[src/rtl/tpc_pkg.sv]
// ----------------------------------------------------------------------------
// tpc_pkg
// shared types, constants and helpers of the triangle plane clipper
// ----------------------------------------------------------------------------
package tpc_pkg;

  localparam int CW       = 32;
  localparam int NW       = 18;
  localparam int DW       = 53;
  localparam int STEPS    = 32;
  localparam int QDEPTH   = 2;
  localparam int DATA_W   = 320;

  localparam logic [31:0] COLOR_RED    = 32'hFF0000FF;
  localparam logic [31:0] COLOR_YELLOW = 32'hFFFF00FF;
  localparam logic [31:0] COLOR_GREEN  = 32'h00FF00FF;

  typedef logic [2:0][CW-1:0] vtx_t;
  typedef logic signed [DW-1:0] dist_t;

  typedef enum logic [2:0] {
    REG_POINT_X  = 3'd0,
    REG_POINT_Y  = 3'd1,
    REG_POINT_Z  = 3'd2,
    REG_NORMAL_X = 3'd3,
    REG_NORMAL_Y = 3'd4,
    REG_NORMAL_Z = 3'd5,
    REG_HIGHLIGHT = 3'd6
  } reg_idx_t;

  typedef enum logic [1:0] {
    ST_IDLE,
    ST_CUT,
    ST_EMIT0,
    ST_EMIT1
  } state_t;

  typedef struct packed {
    logic [2:0][CW-1:0] point;
    logic [2:0][NW-1:0] normal;
    logic               highlight;
  } cfg_t;

  typedef struct packed {
    vtx_t [2:0]     v;
    logic [31:0]    color;
    dist_t [2:0]    d;
    logic [2:0]     in_mask;
  } item_t;

  typedef struct packed {
    logic [1:0] a;
    logic [1:0] b;
    logic [1:0] c;
  } sel_t;

  // inside vertices first, each group in input order
  function automatic sel_t vertex_order(input logic [2:0] mask);
    sel_t s;
    unique case (mask)
      3'b001:  s = '{a: 2'd0, b: 2'd1, c: 2'd2};
      3'b010:  s = '{a: 2'd1, b: 2'd0, c: 2'd2};
      3'b100:  s = '{a: 2'd2, b: 2'd0, c: 2'd1};
      3'b011:  s = '{a: 2'd0, b: 2'd1, c: 2'd2};
      3'b101:  s = '{a: 2'd0, b: 2'd2, c: 2'd1};
      3'b110:  s = '{a: 2'd1, b: 2'd2, c: 2'd0};
      default: s = '{a: 2'd0, b: 2'd1, c: 2'd2};
    endcase
    return s;
  endfunction

endpackage

[src/rtl/tpc_fifo.sv]
// ----------------------------------------------------------------------------
// tpc_fifo
// short queue of classified triangles between front and back
// ----------------------------------------------------------------------------
module tpc_fifo import tpc_pkg::*; (
  input  logic  clk,
  input  logic  rst,
  input  logic  in_valid,
  output logic  in_ready,
  input  item_t in_item,
  output logic  out_valid,
  input  logic  out_ready,
  output item_t out_item
);

  item_t      mem [QDEPTH];
  logic       wr_ptr, rd_ptr;
  logic [1:0] cnt;
  logic       push, pop;

  assign in_ready  = cnt != 2'(QDEPTH);
  assign out_valid = cnt != 2'd0;
  assign out_item  = mem[rd_ptr];
  assign push      = in_valid && in_ready;
  assign pop       = out_valid && out_ready;

  always_ff @(posedge clk) begin
    if (rst) begin
      wr_ptr <= 1'b0;
      rd_ptr <= 1'b0;
      cnt    <= 2'd0;
    end else begin
      if (push) wr_ptr <= !wr_ptr;
      if (pop) rd_ptr <= !rd_ptr;
      cnt <= cnt + 2'(push) - 2'(pop);
    end
  end

  always_ff @(posedge clk) begin
    if (push) mem[wr_ptr] <= in_item;
  end

endmodule

[config.mk]
export PLATFORM = sky130hd
export DESIGN_NAME = tpc_fifo
export DESIGN_NICKNAME = d
export VERILOG_FILES = /design/src/rtl/tpc_pkg.sv /design/src/rtl/tpc_fifo.sv
export SDC_FILE = /design/constraint.sdc
export NUM_CORES = 1
export LEC_CHECK = 0
export BUFFER_PORTS_ARGS = -buffer_cell sky130_fd_sc_hd__buf_2
export CAP_MARGIN = 20
export CORE_AREA = 2 2 383 385
export DETAILED_ROUTE_END_ITERATION = 12
export DIE_AREA = 0 0 385 387
export PLACE_DENSITY_LB_ADDON = 0.12
export SLEW_MARGIN = 10
export SYNTH_ARGS = -nofsm -noshare
export SYNTH_HDL_FRONTEND = slang
export SYNTH_SLANG_ARGS = --single-unit
export TNS_END_PERCENT = 50
[constraint.sdc]
create_clock -name clk -period 22.8 [get_ports clk]
set_input_delay 4.56 -clock clk [delete_from_list [all_inputs] [get_ports clk]]
set_output_delay 4.56 -clock clk [all_outputs]
set_load 0.005 [all_outputs]
### After elaboration in Yosys (flattened, before gate mapping)

Memories as Yosys holds them, arrays and structs flattened. A register that Yosys moved wholly into a read port is not among the register bits.
Index checks and enable logic that the tools add are counted.

| word-level totals | value |
|---|---|
| register bits after elaboration | 4 |
| memory bits (writable) | 964 |
| output and inout bits | 484 |
| memories | 1 |

| cells by class | value |
|---|---|
| add/subtract/negate cells | 2 |
| equality and inequality tests | 1 |
| multiplexer cells | 4 |
| reduce and logical (&&, ||, !) cells | 5 |

Memories:

| memory | words | bits a word | read ports | clocked after Yosys merged registers in | write ports | line | text |
|---|---|---|---|---|---|---|---|
| mem | 2 | 482 | 1 | 1 | 1 | tpc_fifo.sv:16 | `item_t mem [QDEPTH];` |

Operators by type and width:

| kind | count |
|---|---|
| $mux 1 | 4 |
| $add 2x1->2 | 1 |
| $logic_and 1x1->1 | 2 |
| $logic_not 1->1 | 2 |
| $ne 2x2->1 const B | 1 |
| $reduce_bool 2->1 | 1 |
| $sub 2x1->2 | 1 |

### Depth between registers and ports, before layout

| depth | value |
|---|---|
| word-level depth | 4 |
| depth in mapped cells | 6 |
| depth with buffers taken out | 6 |

### Worst setup path after synthesis

OpenSTA, ideal clock, no wires.

| timing | value |
|---|---|
| path type | input-to-reg |
| start | in in_valid |
| end | mem mem[1][0] (netlist bit) (enable) |
| library setup time | 0.912 ns |
| data arrival time | 15.534 ns |
| required time | 21.888 ns |
| slack | 6.355 ns |
| stages on the path | 1 |
| path through | and3_1 |

| on the way | value |
|---|---|
| cells in the longest elaborated chain, start to end | 3 |

Ends and longest elaborated chain:

| item | line | text |
|---|---|---|
| from (decl) | tpc_fifo.sv:8 | `input logic in_valid,` |
| $logic_and 1x1->1 | tpc_fifo.sv:24 | `assign push = in_valid && in_ready;` |
| $mux 1 | tpc_fifo.sv:40 | `if (push) mem[wr_ptr] <= in_item;` |
| $mux 1 (implied by the code) | tpc_fifo.sv:40 |  |
| to (decl) | tpc_fifo.sv:16 |  |

No other way between the ends.

==> flow_summary.json <==
{
  "cp_max_fo": 72,
  "grt_overflow_total": 0,
  "root_buffer": "clkbuf_16",
  "nets": 3060,
  "placed_area_mm2": 0.0421,
  "antenna_found_initial": 82,
  "die_height_um": 387,
  "p_leak_nw": 16.5,
  "rsz0062_at_grt": "false",
  "vias_per_cell": 4.01,
  "hold_viol": 0,
  "numPlacedInstances": 4377,
  "critPathSlowestCell": "dfxtp_4",
  "cts_buffers": 109,
  "die_area_mm2": 0.149,
  "ir_worst_vdd_mv": 0.0772,
  "fmax_mhz": 99.4,
  "worstHoldPathType": "reg2reg",
  "layout-drive-gt1-share": 0.609,
  "crit_end": "out_item[146]",
  "cts_hold_buffers": 0,
  "tightest_slew_ns": 1.02,
  "post_cts_buffers": 0,
  "cp.buffers_inverters": 5,
  "post-place-ws_ns": 13.31,
  "holdWs_ns": 0.528,
  "final_max_slew_viol_count": 0,
  "h-tree-depth": 3,
  "outcome": "complete, no violations",
  "tns_ns": 0,
  "cp.depth": 6,
  "post_cts_resized": 0,
  "clkLatencyLatePin_ns": 0.71,
  "wire_per_inst_um": 21.8,
  "antenna_left": 0,
  "clkTransAtPathRegs_ns": 0.06,
  "gp_congestion": 0.806,
  "drc_errors": 0,
  "vias": 18500,
  "crit_chain": "buf_4 -> buf_4 -> buf_4 -> buf_4 -> mux2_2 -> buf_2",
  "core_area_mm2": 0.145,
  "finClkSkew_ns": 0.0244,
  "finalCriticalPeriod_ns": 10.06,
  "fin_cells": 4606,
  "fin_ws_ns": 12.74,
  "critPathKind": "reg2out",
  "crit_family": "buffers and inverters",
  "drt-total-wl_mm": 100,
  "port_buffers": 969,
  "ioPinCount": 970,
  "critPathArrivalTime_ns": 5.50,
  "critPathCaptureType": "output port",
  "cts_tree": "built",
  "drtIter0Drc": 723,
  "grt_pass1_vias": 19700,
  "yosys_register_bits": 969,
  "maxCapViolations": 0,
  "rrSetupSlack_ns": 18.49,
  "yosysUniqueCellTypes": 23,
  "timing.critical_path.required_ns": 18.24,
  "timing.rr.end": "mem[0][404]$_DFFE_PP_",
  "post-route-period-util": 0.441,
  "synth_cells": 1529,
  "dp_hpwl_mm": 71.2,
  "cp-start-kind": "flip-flop",
  "grtUsageTotal": 0.129,
  "fp-row-count": 140,
  "initial_utilization": 0.243,
  "clock-sinks": 969,
  "r2r_cells": 7,
  "setup_viol": 0,
  "die_x_um": 385,
  "avgSynthCellArea_um2": 23.0,
  "area_growth_pct": 29.7,
  "ys_seq_area_frac": 0.824,
  "detail_route.first_pass.iterations": 5,
  "max_slew_margin": 0.319,
  "slowest_delay_ns": 0.88,
  "hold_depth": 2,
  "path_common_cell": "buf_4",
  "ys_warn_count": 0,
  "grt_start_max_net_pins": 158,
  "design_area_mm2": 0.0457,
  "syn_area_mm2": 0.0352,
  "max-clock-path-buffers": 3,
  "r2r-start": "cnt[0]$_SDFF_PP0_",
  "synth_fp_nets": 2016,
  "grt_pass1_wl_mm": 139,
  "power.density_mw_per_mm2": 105
}
[layout by cell type, fill, tap and decap left out, types with 2 or more instances in the layout]
cell type	n
buf_12	3
buf_16	2
buf_2	969
buf_4	13
bufinv_16	10
clkbuf_1	22
clkbuf_16	111
clkinv_1	32
clkinv_16	2
clkinv_2	15
clkinv_4	2
clkinv_8	2
clkinvlp_4	3
dfxtp_1	4
diode_2	25
edfxtp_1	964
inv_6	2
inv_8	2
mux2_2	482
nor2_1	4
nor2b_1	2
o21ai_0	2
[cell type report]
cell class / instances / area, um^2
clock buffer: 133 / 2860
fill: 14200 / 99200
clock inverter: 69 / 657
sequential: 969 / 29100
tap: 1917 / 2400
timing repair buffer: 987 / 5060
multi-input combinational: 505 / 5580
antenna: 25 / 62.6
inverter: 1 / 11.3
[logic make-up after synthesis]
group,after synthesis,synth area share
compound gates,6,0.00124
xor+xnor,1,0.000249
fa+ha+maj,1,0.000355
buf+inv,55,0.0172
flops,969,0.824
mux,482,0.154
simple gates,15,0.00245
[report_power, final]
group          internal [mW]  switching, mW  leakage, nW
clock network           1.00          0.706         1.70
logic                  0.403          0.462         5.75
registers               2.17         0.0454         9.06
[worst min path at each step]
stage               slack, ns           startpoint                   to
finish                   0.53  rd_ptr$_SDFFE_PP0P_  rd_ptr$_SDFFE_PP0P_
global route             0.54  rd_ptr$_SDFFE_PP0P_  rd_ptr$_SDFFE_PP0P_
CTS                      0.53  rd_ptr$_SDFFE_PP0P_            flip-flop
detailed placement       0.51  rd_ptr$_SDFFE_PP0P_            flip-flop
global placement         0.49  rd_ptr$_SDFFE_PP0P_  rd_ptr$_SDFFE_PP0P_
floorplan                0.47  rd_ptr$_SDFFE_PP0P_            flip-flop
[synthesized netlist by cell type]
| master | instances | area share |
|---|---|---|
| nand3b_1 | 1 | 0.00021 |
| a21oi_1 | 1 | 0.00014 |
| o21ba_2 | 1 | 0.00028 |
| and3_1 | 2 | 0.00036 |
| inv_1 | 1 | 0.00011 |
| or2_2 | 1 | 0.00018 |
| nand2b_1 | 1 | 0.00018 |
| ha_1 | 1 | 0.00036 |
| nand3_1 | 1 | 0.00014 |
| nor4bb_1 | 1 | 0.00028 |
| buf_6 | 53 | 0.017 |
| a21bo_2 | 1 | 0.00028 |
| xor2_1 | 1 | 0.00025 |
| buf_2 | 1 | 0.00014 |
| mux2_2 | 482 | 0.15 |
| o21ai_0 | 2 | 0.00028 |
| dfxtp_1 | 5 | 0.0028 |
| nor3_1 | 1 | 0.00014 |
| nor4_1 | 1 | 0.00018 |
| nor2b_1 | 2 | 0.00036 |
| edfxtp_1 | 964 | 0.82 |
| o31a_1 | 1 | 0.00025 |
| nor2_1 | 4 | 0.00043 |
[per-layer routing]
metal | global-route usage | share of wire | up-vias
met3 | 0.0641 | 0.11 | 251
met1 | 0.131 | 0.35 | 9113
li1 | - | - | 8303
met2 | 0.226 | 0.51 | 732
met4 | 0.0482 | 0.031 | 68
met5 | 0 | 0.0043 | -
[through the flow]
step / util / total power [mW]
after floorplan: - / 2.81
after global placement: 0.290 / 3.13
after detailed placement: 0.290 / 3.14
after CTS: 0.315 / 4.88
after global routing: 0.315 / 5.01
final: 0.315 / 4.79
[worst register-to-register path: stages, from the launching register on]
cell and delay [ns]:
dfxtp_1 0.43, nand2b_1 0.21, nand3b_1 0.22, inv_8 0.64
buf_4 0.57, buf_16 0.33, buf_4 0.66, buf_4 0.82
[registers in the layout, indices dropped and copies added, names as in the netlist, named ones only]
register and flops:
mem 964, cnt 2, rd_ptr 1, wr_ptr 1
Note: power is estimated with default switching activity, not from simulation.
